--- src/afad_pkg.sv ---
// Package for the ARM/Thumb fault address decoder: instruction form codes,
// match constants and the Thumb form classifier shared by the top level and the
// address calculator. It has no dependencies.
package afad_pkg;

   localparam int unsigned WORD_W = 32;
   localparam int unsigned REG_IDX_W = 4;
   localparam int unsigned THUMB_W = 16;

   // Register numbers with a fixed role.
   localparam logic [REG_IDX_W-1:0] REG_SP = 4'd13;
   localparam logic [REG_IDX_W-1:0] REG_PC = 4'd15;

   // ARM match masks and patterns.
   localparam logic [WORD_W-1:0] ARM_SWP_MASK    = 32'h0FB0_0FF0;
   localparam logic [WORD_W-1:0] ARM_SWP_PAT     = 32'h0100_0090;
   localparam logic [WORD_W-1:0] ARM_SINGLE_MASK = 32'h0C00_0000;
   localparam logic [WORD_W-1:0] ARM_SINGLE_PAT  = 32'h0400_0000;
   localparam logic [WORD_W-1:0] ARM_HREG_MASK   = 32'h0E00_0F90;
   localparam logic [WORD_W-1:0] ARM_HREG_PAT    = 32'h0000_0090;
   localparam logic [WORD_W-1:0] ARM_HIMM_MASK   = 32'h0E40_0090;
   localparam logic [WORD_W-1:0] ARM_HIMM_PAT    = 32'h0040_0090;
   localparam logic [WORD_W-1:0] ARM_MULTI_MASK  = 32'h0E00_0000;
   localparam logic [WORD_W-1:0] ARM_MULTI_PAT   = 32'h0800_0000;

   // Thumb match masks and patterns.
   localparam logic [THUMB_W-1:0] TH_MASK5     = 16'hF800;
   localparam logic [THUMB_W-1:0] TH_MASK4     = 16'hF000;
   localparam logic [THUMB_W-1:0] TH_MASK3     = 16'hE000;
   localparam logic [THUMB_W-1:0] TH_PUSH_MASK = 16'hF600;
   localparam logic [THUMB_W-1:0] TH_PC_PAT    = 16'h4800;
   localparam logic [THUMB_W-1:0] TH_REG_PAT   = 16'h5000;
   localparam logic [THUMB_W-1:0] TH_IMM_PAT   = 16'h6000;
   localparam logic [THUMB_W-1:0] TH_HALF_PAT  = 16'h8000;
   localparam logic [THUMB_W-1:0] TH_SP_PAT    = 16'h9000;
   localparam logic [THUMB_W-1:0] TH_PUSH_PAT  = 16'hB400;
   localparam logic [THUMB_W-1:0] TH_MULTI_PAT = 16'hC000;

   typedef enum logic [2:0] {
      TF_PC_LOAD,
      TF_REG_OFS,
      TF_IMM_WB,
      TF_IMM_HALF,
      TF_SP_REL,
      TF_PUSH_POP,
      TF_MULTI,
      TF_NONE
   } thumb_form_type;

   typedef enum logic [2:0] {
      AF_SWP,
      AF_SINGLE,
      AF_HALF,
      AF_MULTI,
      AF_NONE
   } arm_form_type;

   typedef struct packed {
      logic [WORD_W-1:0] addr;
      logic              recognized;
   } afad_result_type;

   // Classify a Thumb halfword; earlier patterns take precedence.
   function automatic thumb_form_type thumb_form(input logic [THUMB_W-1:0] op);
      thumb_form_type f;
      priority if ((op & TH_MASK5) == TH_PC_PAT)        f = TF_PC_LOAD;
      else if ((op & TH_MASK4) == TH_REG_PAT)           f = TF_REG_OFS;
      else if ((op & TH_MASK3) == TH_IMM_PAT)           f = TF_IMM_WB;
      else if ((op & TH_MASK4) == TH_HALF_PAT)          f = TF_IMM_HALF;
      else if ((op & TH_MASK4) == TH_SP_PAT)            f = TF_SP_REL;
      else if ((op & TH_PUSH_MASK) == TH_PUSH_PAT)      f = TF_PUSH_POP;
      else if ((op & TH_MASK4) == TH_MULTI_PAT)         f = TF_MULTI;
      else                                              f = TF_NONE;
      return f;
   endfunction

endpackage

--- src/afad_if.sv ---
// Handshake interfaces for the request and response channels of the fault
// address decoder. Depends on afad_pkg for the field widths.
interface afad_req_if import afad_pkg::*; ();
   logic                 valid;
   logic                 ready;
   logic                 action;
   logic [REG_IDX_W-1:0] reg_index;
   logic [WORD_W-1:0]    reg_value;
   logic [WORD_W-1:0]    instr_word;
   logic                 thumb_mode;

   modport source (output valid, action, reg_index, reg_value, instr_word, thumb_mode,
                   input ready);
   modport sink   (input valid, action, reg_index, reg_value, instr_word, thumb_mode,
                   output ready);
endinterface

interface afad_rsp_if import afad_pkg::*; ();
   logic              valid;
   logic              ready;
   logic [WORD_W-1:0] fault_address;
   logic              recognized;

   modport source (output valid, fault_address, recognized, input ready);
   modport sink   (input valid, fault_address, recognized, output ready);
endinterface

--- src/arm_thumb_fault_address_decoder.sv ---
// Top level of the ARM/Thumb fault address decoder. Depends on afad_pkg,
// the channel interfaces, afad_regfile and afad_calc.
//
// The block keeps sixteen saved 32-bit registers, all zero after reset. A
// request transaction with action 0 writes one of them and produces no
// response. A request transaction with action 1 presents a faulting ARM or
// Thumb instruction and produces exactly one response transaction carrying
// the data address the instruction accesses, or address zero with the
// recognized flag low when the word is not a supported load/store form.
// The block accepts one transaction per clock unless its decode stage and the
// response register are both full and the consumer holds off. Each decode
// passes the registered read of the two source registers from the register
// file, then the decode, shift and add into the response register. A request
// stage in front of the response register lets a new transaction enter while
// a finished response waits for the consumer.
module arm_thumb_fault_address_decoder import afad_pkg::*; (
   input  logic      clock,
   input  logic      reset,
   afad_req_if.sink  req_ch,
   afad_rsp_if.source rsp_ch
);

   logic                 accept;
   logic                 wr_en;
   logic                 rd_en;
   logic [REG_IDX_W-1:0] rd_idx_a;
   logic [REG_IDX_W-1:0] rd_idx_b;
   logic [WORD_W-1:0]    rd_data_a;
   logic [WORD_W-1:0]    rd_data_b;
   thumb_form_type       req_tform;

   logic                 s1_valid_ff;
   logic                 s1_valid_in;
   logic [WORD_W-1:0]    s1_instr_ff;
   logic                 s1_thumb_ff;
   logic                 s1_adv;

   logic                 rsp_valid_ff;
   logic                 rsp_valid_in;
   logic [WORD_W-1:0]    rsp_addr_ff;
   logic                 rsp_recog_ff;
   afad_result_type      calc_result;

   // The decode stage advances whenever the response register is free or is
   // being emptied this cycle.
   assign s1_adv       = s1_valid_ff && (!rsp_valid_ff || rsp_ch.ready);
   assign req_ch.ready = !s1_valid_ff || !rsp_valid_ff || rsp_ch.ready;
   assign accept       = req_ch.valid && req_ch.ready;
   assign wr_en        = accept && !req_ch.action;
   assign rd_en        = accept && req_ch.action;

   // Pick the base and offset register numbers straight from the incoming
   // word so that the register file read happens at acceptance.
   assign req_tform = thumb_form(req_ch.instr_word[THUMB_W-1:0]);

   always_comb begin
      if (req_ch.thumb_mode) begin
         rd_idx_b = {1'b0, req_ch.instr_word[8:6]};
         unique case (req_tform)
            TF_PC_LOAD:             rd_idx_a = REG_PC;
            TF_SP_REL, TF_PUSH_POP: rd_idx_a = REG_SP;
            TF_MULTI:               rd_idx_a = {1'b0, req_ch.instr_word[10:8]};
            default:                rd_idx_a = {1'b0, req_ch.instr_word[5:3]};
         endcase
      end else begin
         rd_idx_a = req_ch.instr_word[19:16];
         rd_idx_b = req_ch.instr_word[3:0];
      end
   end

   afad_regfile u_regfile (
      .clock     (clock),
      .reset     (reset),
      .wr_en     (wr_en),
      .wr_idx    (req_ch.reg_index),
      .wr_data   (req_ch.reg_value),
      .rd_en     (rd_en),
      .rd_idx_a  (rd_idx_a),
      .rd_idx_b  (rd_idx_b),
      .rd_data_a (rd_data_a),
      .rd_data_b (rd_data_b)
   );

   // Decode stage: holds the instruction while its register values sit in
   // the register file's read registers.
   always_comb begin
      if (rd_en) begin
         s1_valid_in = 1'b1;
      end else if (s1_adv) begin
         s1_valid_in = 1'b0;
      end else begin
         s1_valid_in = s1_valid_ff;
      end
   end

   always_ff @(posedge clock) begin
      if (reset) begin
         s1_valid_ff <= 1'b0;
      end else begin
         s1_valid_ff <= s1_valid_in;
      end
   end

   always_ff @(posedge clock) begin
      if (rd_en) begin
         s1_instr_ff <= req_ch.instr_word;
         s1_thumb_ff <= req_ch.thumb_mode;
      end
   end

   afad_calc u_calc (
      .instr_word  (s1_instr_ff),
      .thumb_mode  (s1_thumb_ff),
      .base_value  (rd_data_a),
      .index_value (rd_data_b),
      .result      (calc_result)
   );

   // Response register.
   always_comb begin
      if (s1_adv) begin
         rsp_valid_in = 1'b1;
      end else if (rsp_ch.ready) begin
         rsp_valid_in = 1'b0;
      end else begin
         rsp_valid_in = rsp_valid_ff;
      end
   end

   always_ff @(posedge clock) begin
      if (reset) begin
         rsp_valid_ff <= 1'b0;
      end else begin
         rsp_valid_ff <= rsp_valid_in;
      end
   end

   always_ff @(posedge clock) begin
      if (s1_adv) begin
         rsp_addr_ff  <= calc_result.addr;
         rsp_recog_ff <= calc_result.recognized;
      end
   end

   assign rsp_ch.valid         = rsp_valid_ff;
   assign rsp_ch.fault_address = rsp_addr_ff;
   assign rsp_ch.recognized    = rsp_recog_ff;

endmodule

--- src/afad_regfile.sv ---
// Sixteen-entry saved register file with one write port and two registered
// read ports. Entries never written read as zero. Depends on afad_pkg.
module afad_regfile import afad_pkg::*; (
   input  logic                 clock,
   input  logic                 reset,
   input  logic                 wr_en,
   input  logic [REG_IDX_W-1:0] wr_idx,
   input  logic [WORD_W-1:0]    wr_data,
   input  logic                 rd_en,
   input  logic [REG_IDX_W-1:0] rd_idx_a,
   input  logic [REG_IDX_W-1:0] rd_idx_b,
   output logic [WORD_W-1:0]    rd_data_a,
   output logic [WORD_W-1:0]    rd_data_b
);

   localparam int unsigned DEPTH = 2 ** REG_IDX_W;

   logic [WORD_W-1:0] mem [DEPTH];
   logic [DEPTH-1:0]  valid_ff;
   logic [DEPTH-1:0]  valid_in;
   logic [WORD_W-1:0] data_a_ff;
   logic [WORD_W-1:0] data_b_ff;
   logic              vld_a_ff;
   logic              vld_b_ff;

   always_comb begin
      valid_in = valid_ff;
      if (wr_en) begin
         valid_in[wr_idx] = 1'b1;
      end
   end

   always_ff @(posedge clock) begin
      if (reset) begin
         valid_ff <= '0;
      end else begin
         valid_ff <= valid_in;
      end
   end

   always_ff @(posedge clock) begin
      if (wr_en) begin
         mem[wr_idx] <= wr_data;
      end
   end

   // The valid flag is read together with the data so that an entry still at
   // its reset value shows zero.
   always_ff @(posedge clock) begin
      if (rd_en) begin
         data_a_ff <= mem[rd_idx_a];
         data_b_ff <= mem[rd_idx_b];
         vld_a_ff  <= valid_ff[rd_idx_a];
         vld_b_ff  <= valid_ff[rd_idx_b];
      end
   end

   assign rd_data_a = vld_a_ff ? data_a_ff : '0;
   assign rd_data_b = vld_b_ff ? data_b_ff : '0;

endmodule

--- src/afad_calc.sv ---
// Combinational address calculator: decodes an ARM or Thumb load/store word
// and forms the data address from two register values. Depends on afad_pkg.
module afad_calc import afad_pkg::*; (
   input  logic [WORD_W-1:0] instr_word,
   input  logic              thumb_mode,
   input  logic [WORD_W-1:0] base_value,
   input  logic [WORD_W-1:0] index_value,
   output afad_result_type   result
);

   logic [THUMB_W-1:0]    op;
   logic [4:0]            imm5;
   thumb_form_type        tform;
   arm_form_type          aform;
   logic [WORD_W-1:0]     thumb_addr;
   logic                  thumb_ok;
   logic [WORD_W-1:0]     arm_addr;
   logic                  arm_ok;
   logic [WORD_W-1:0]     arm_off;
   logic [WORD_W-1:0]     shifted;
   logic [2*WORD_W-1:0]   rot_wide;
   logic [4:0]            shamt;
   logic [WORD_W-1:0]     indexed;

   assign op    = instr_word[THUMB_W-1:0];
   assign imm5  = op[10:6];
   assign tform = thumb_form(op);

   always_comb begin
      thumb_ok = 1'b1;
      unique case (tform)
         TF_PC_LOAD:  thumb_addr = base_value + {22'd0, op[7:0], 2'b00};
         TF_REG_OFS:  thumb_addr = base_value + index_value;
         TF_IMM_WB:   thumb_addr = op[12] ? base_value + {27'd0, imm5}
                                          : base_value + {25'd0, imm5, 2'b00};
         TF_IMM_HALF: thumb_addr = base_value + {26'd0, imm5, 1'b0};
         TF_SP_REL:   thumb_addr = base_value + {22'd0, op[7:0], 2'b00};
         TF_PUSH_POP: thumb_addr = base_value;
         TF_MULTI:    thumb_addr = base_value;
         default: begin
            thumb_addr = '0;
            thumb_ok   = 1'b0;
         end
      endcase
   end

   always_comb begin
      priority if ((instr_word & ARM_SWP_MASK) == ARM_SWP_PAT)          aform = AF_SWP;
      else if ((instr_word & ARM_SINGLE_MASK) == ARM_SINGLE_PAT)        aform = AF_SINGLE;
      else if ((instr_word & ARM_HREG_MASK) == ARM_HREG_PAT ||
               (instr_word & ARM_HIMM_MASK) == ARM_HIMM_PAT)            aform = AF_HALF;
      else if ((instr_word & ARM_MULTI_MASK) == ARM_MULTI_PAT)          aform = AF_MULTI;
      else                                                              aform = AF_NONE;
   end

   // Immediate shift of the offset register. A zero amount means LSR #32 and
   // ASR #32 for the right shifts; rotate by zero passes the value through.
   assign shamt    = instr_word[11:7];
   assign rot_wide = {index_value, index_value} >> shamt;

   always_comb begin
      unique case (instr_word[6:5])
         2'd0: shifted = index_value << shamt;
         2'd1: shifted = (shamt == 5'd0) ? '0 : index_value >> shamt;
         2'd2: shifted = (shamt == 5'd0) ? {WORD_W{index_value[WORD_W-1]}}
                                         : WORD_W'($signed(index_value) >>> shamt);
         default: shifted = rot_wide[WORD_W-1:0];
      endcase
   end

   always_comb begin
      if (aform == AF_SINGLE) begin
         arm_off = instr_word[25] ? shifted : {20'd0, instr_word[11:0]};
      end else begin
         arm_off = instr_word[22] ? {24'd0, instr_word[11:8], instr_word[3:0]} : index_value;
      end
   end

   // Post-indexed forms use the base itself; pre-indexed add or subtract by U.
   assign indexed = !instr_word[24] ? base_value
                  : instr_word[23] ? base_value + arm_off
                  : base_value - arm_off;

   always_comb begin
      arm_ok   = 1'b1;
      arm_addr = '0;
      unique case (aform)
         AF_SWP:   arm_addr = base_value;
         AF_SINGLE: begin
            if (instr_word[25] && instr_word[4]) begin
               arm_ok = 1'b0;
            end else begin
               arm_addr = indexed;
            end
         end
         AF_HALF: begin
            if (instr_word[6:5] == 2'b00) begin
               arm_ok = 1'b0;
            end else begin
               arm_addr = indexed;
            end
         end
         AF_MULTI: arm_addr = base_value;
         default:  arm_ok = 1'b0;
      endcase
   end

   assign result.addr       = thumb_mode ? thumb_addr : arm_addr;
   assign result.recognized = thumb_mode ? thumb_ok : arm_ok;

endmodule

--- src/flat_wrapper.sv ---
// flat-port wrapper written by rule: the top's interface ports become plain ports
module arm_thumb_fault_address_decoder_flat import afad_pkg::*;
  (clock, reset, req_ch_valid, req_ch_action, req_ch_reg_index, req_ch_reg_value, req_ch_instr_word, req_ch_thumb_mode, req_ch_ready, rsp_ch_valid, rsp_ch_fault_address, rsp_ch_recognized, rsp_ch_ready);
  afad_req_if req_ch_i ();
  afad_rsp_if rsp_ch_i ();
  input  logic clock;
  input  logic reset;
  input wire logic [$bits(req_ch_i.valid)-1:0] req_ch_valid;
  input wire logic [$bits(req_ch_i.action)-1:0] req_ch_action;
  input wire logic [$bits(req_ch_i.reg_index)-1:0] req_ch_reg_index;
  input wire logic [$bits(req_ch_i.reg_value)-1:0] req_ch_reg_value;
  input wire logic [$bits(req_ch_i.instr_word)-1:0] req_ch_instr_word;
  input wire logic [$bits(req_ch_i.thumb_mode)-1:0] req_ch_thumb_mode;
  output wire logic [$bits(req_ch_i.ready)-1:0] req_ch_ready;
  output wire logic [$bits(rsp_ch_i.valid)-1:0] rsp_ch_valid;
  output wire logic [$bits(rsp_ch_i.fault_address)-1:0] rsp_ch_fault_address;
  output wire logic [$bits(rsp_ch_i.recognized)-1:0] rsp_ch_recognized;
  input wire logic [$bits(rsp_ch_i.ready)-1:0] rsp_ch_ready;
  assign req_ch_i.valid = req_ch_valid;
  assign req_ch_i.action = req_ch_action;
  assign req_ch_i.reg_index = req_ch_reg_index;
  assign req_ch_i.reg_value = req_ch_reg_value;
  assign req_ch_i.instr_word = req_ch_instr_word;
  assign req_ch_i.thumb_mode = req_ch_thumb_mode;
  assign req_ch_ready = req_ch_i.ready;
  assign rsp_ch_valid = rsp_ch_i.valid;
  assign rsp_ch_fault_address = rsp_ch_i.fault_address;
  assign rsp_ch_recognized = rsp_ch_i.recognized;
  assign rsp_ch_i.ready = rsp_ch_ready;
  arm_thumb_fault_address_decoder u_core (.clock(clock), .reset(reset), .req_ch(req_ch_i), .rsp_ch(rsp_ch_i));
endmodule
--- config.mk ---
export PLATFORM = sky130hd
export DESIGN_NAME = arm_thumb_fault_address_decoder_flat
export DESIGN_NICKNAME = d
export VERILOG_FILES = /design/src/afad_pkg.sv /design/src/afad_if.sv /design/src/arm_thumb_fault_address_decoder.sv /design/src/afad_regfile.sv /design/src/afad_calc.sv /design/src/flat_wrapper.sv
export SDC_FILE = /design/constraint.sdc
export NUM_CORES = 2
export LEC_CHECK = 0
export BUFFER_PORTS_ARGS = -buffer_cell sky130_fd_sc_hd__buf_2
export CAP_MARGIN = 25
export CELL_PAD_IN_SITES_DETAIL_PLACEMENT = 0
export CELL_PAD_IN_SITES_GLOBAL_PLACEMENT = 1
export CORE_UTILIZATION = 50
export CTS_CLUSTER_SIZE = 28
export DETAILED_ROUTE_END_ITERATION = 6
export GPL_TIMING_DRIVEN = 0
export PLACE_DENSITY_LB_ADDON = 0.15
export SLEW_MARGIN = 20
export SYNTH_ARGS = -nofsm -noshare
export SYNTH_HDL_FRONTEND = slang
export SYNTH_HIERARCHICAL = 1
export SYNTH_SLANG_ARGS = --single-unit
--- constraint.sdc ---
create_clock -name clock -period 15.83 [get_ports clock]
set_input_delay 1.583 -clock clock [delete_from_list [all_inputs] [get_ports clock]]
set_output_delay 1.583 -clock clock [all_outputs]
set_load 0.02 [all_outputs]
==> impl_results.md <==
* Status: finished, violations left
* Failing checks: design-rule violations
* Slew @ Worst Pin at 1183 ps
* CTS tree: yes
* Iteration count of the initial detailed-routing pass at 7
* Syn_area_per_cell at 12.69 µm²
* Final hold violations at 0
* Syn_nets at 3532
* Setup TNS at 0 ps
* CP startpoint: u_core/s1_instr_ff[11]
* H-tree Lvls at 3
* Routed len/inst at 40.07 µm
* Final hold slack at 503.0 ps
* Synth warnings at 6
* Hold-fix buffers, CTS at 0
* Layout fillers at 6653
* Starting DRT DRC Count at 6824
* Worst R2R Path Depth at 27
* Maximum vdd drop at 0.1028 mV
* Die Wd at 294.0 µm
* Place WS at 6517 ps
* Flop2flop setup slack at 5940 ps
* Sw frac at 29.39%
* Static Leakage at 0.01649 µW
* Startpoint Class: flip-flop
* Skew-Pair Late Insertion Delay at 640 ps
* I/O Pins at 109
* Part of the cycle the worst path needs at 62.50%
* Hold Crit Class: flip-flop to flip-flop
* Pwr dens at 96.54 nW/µm²
* Max-cap violations at 0
* CTS Sinks at 654
* Mapped Area at 42620 µm²
* Gate count of the mapped netlist at 3359
* Number of global-route vias before repair at 35100
* CORE AREA at 83950 µm²
* Largest net degree at the start of global routing at 59
* Die Y at 294.0 µm
* Initial antenna violation count at 19
* Switching pwr at 1355 µW
* Layout cells sized above 1 at 22.70%
* DRC viols at 23
* Slew Limit Fails at 0
* Row cnt at 106
* Routed WL at 191.4 mm
* Resized cells post-CTS at 0
* R2r startpoint: u_core/s1_instr_ff[11]
* Critical path type: flip-flop to flip-flop
* Clock network fraction of total power at 36.4%
* Clock Pin Slew Worst Setup and Hold Paths at 60 ps
* Comb pwr share at 21.0%
* Post-CTS Setup Bufs at 0
* Critical Path Fanout Max at 10
* Fin nets at 3758
* Footprint of the multi-input gates at 21840 µm²
* First-pass GRT wire length at 266.7 mm
* Crit Reg-Reg Endpoint: u_core/rsp_ch.fault_address[31]
* Skew final at 31.74 ps
* Hold path cells at 2
* Vias/cell at 7.697
* Routed Antenna Nets at 0
* Buffers on Ports at 104
* WP data arrival at 10220 ps
* Max transition margin at 21.16%
* CP endpoint kind: flip-flop
* Initial Util at 50.77%
* Overall routing resource usage at 44.14%
* P&R area growth vs syn at 12.04%
* Die area at 86420 µm²
* RSZ-0062 raised after global routing: false
* P_int at 3255 µW
* Routability cong. at 1.124
* Root Driver: clkbuf_16
* Setup violations, final at 0
* GRT overflow at 0
* CP required at 16160 ps
* Worst min-delay path startpoint: u_core/s1_valid_ff
* Max Clock Freq at 101.1 MHz
* CTS Buf Count at 69
* HPWL after DPL at 139.4 mm
* Tmin final at 9894 ps
* Clock Tree Buf Depth at 3
* Worst setup margin at 5936 ps
* Flop pwr share at 42.6%
* Area occupied by registers at 19460 µm²
* Worst Hold Path EP: u_core/rsp_ch.valid
* Vias at 36770
[routing by layer]
metal	vias up	track usage [%]	wire length (µm)
met5	-	0.2269	124
met4	20	24.21	13140
met3	760	12.79	25850
met2	3484	68.02	85440
met1	18390	56.12	66880
li1	14120	-	-
[worst max-delay path, cell delays in order, from the launching register on]
cell,delay (ps)
edfxtp_1,560
inv_1,220
buf_1,800
clkbuf_1,590
buf_2,450
clkbuf_1,800
o21ai_0,410
a31oi_1,550
ha_1,280
inv_1,60
nor3_1,550
and4b_1,310
nor2_1,60
xnor2_1,170
ha_1,310
clkbuf_1,280
o211ai_1,190
nand2_1,90
nand2_1,60
a311oi_1,580
o211ai_1,210
and3_1,220
o31ai_1,740
nor3_1,160
a221oi_1,410
nand3_2,160
mux2i_1,220
o211ai_2,150
[power by group through the flow]
stage                     registers (µW)  logic [µW]  clock network, µW
after CTS                           1960         920               1680
final                               1960         969               1680
after global routing                1970         991               1740
after detailed placement            2000         911                  0
after floorplan                     1990         568                  0
after global placement              2000         892                  0
[layout make-up]
class | count | area share (%)
multi-input cells | 2392 | 45.74
flip-flops and latches | 654 | 40.75
clock buffers | 83 | 3.726
well taps | 1134 | 2.971
plain buffers | 270 | 2.819
repair buffers | 155 | 2.518
clock inverters | 41 | 1.119
inverters | 43 | 0.3380
diodes | 5 | 0.02620
[stage by stage]
stage | area (µm²) | util (%) | cells | power, µW
4_1_cts | 47690 | 56.81 | 4768 | 4567
2_1_floorplan | 42620 | - | 3359 | 2559
5_1_grt | 47740 | 56.87 | 4772 | 4700
6_report | 47760 | 56.88 | 4777 | 4610
3_3_place_gp | 44560 | 53.08 | 4597 | 2890
3_5_place_dp | 45380 | 54.06 | 4644 | 2910
[state kept, by name, indices dropped and copies added, names as in the netlist, 16 cells and up]
signal	count
u_core/u_regfile/mem	512
u_core/u_regfile/data_b_ff	32
u_core/u_regfile/data_a_ff	32
u_core/u_regfile/valid_ff	16
u_core/rsp_ch.fault_address	32
u_core/s1_instr_ff	24
[worst max path at each step]
| stage | depth (start not counted) | end | slack, ps |
|---|---|---|---|
| after detailed placement | 27 | u_core/rsp_ch.fault_address[31] | 6520 |
| after global placement | 26 | u_core/rsp_ch.fault_address[31] | 6400 |
| after global routing | 27 | u_core/rsp_ch.fault_address[31] | 5800 |
| after floorplan | 29 | u_core/rsp_ch.fault_address[31] | 9500 |
| after CTS | 27 | u_core/rsp_ch.fault_address[31] | 6500 |
| final | 27 | u_core/rsp_ch.fault_address[31] | 5940 |
[placed cells by master, fill, tap and decap left out, types with 69 or more instances in the layout]
| cell type | count |
|---|---|
| a22oi_1 | 189 |
| edfxtp_1 | 636 |
| mux4_2 | 346 |
| ha_1 | 93 |
| clkbuf_16 | 69 |
| buf_2 | 167 |
| a21oi_1 | 168 |
| mux2i_1 | 89 |
| nand2_1 | 233 |
| clkbuf_1 | 165 |
| o21ai_0 | 102 |
| and2_1 | 87 |
| nor2_1 | 185 |
No activity file was read; power rests on OpenSTA's default activity.
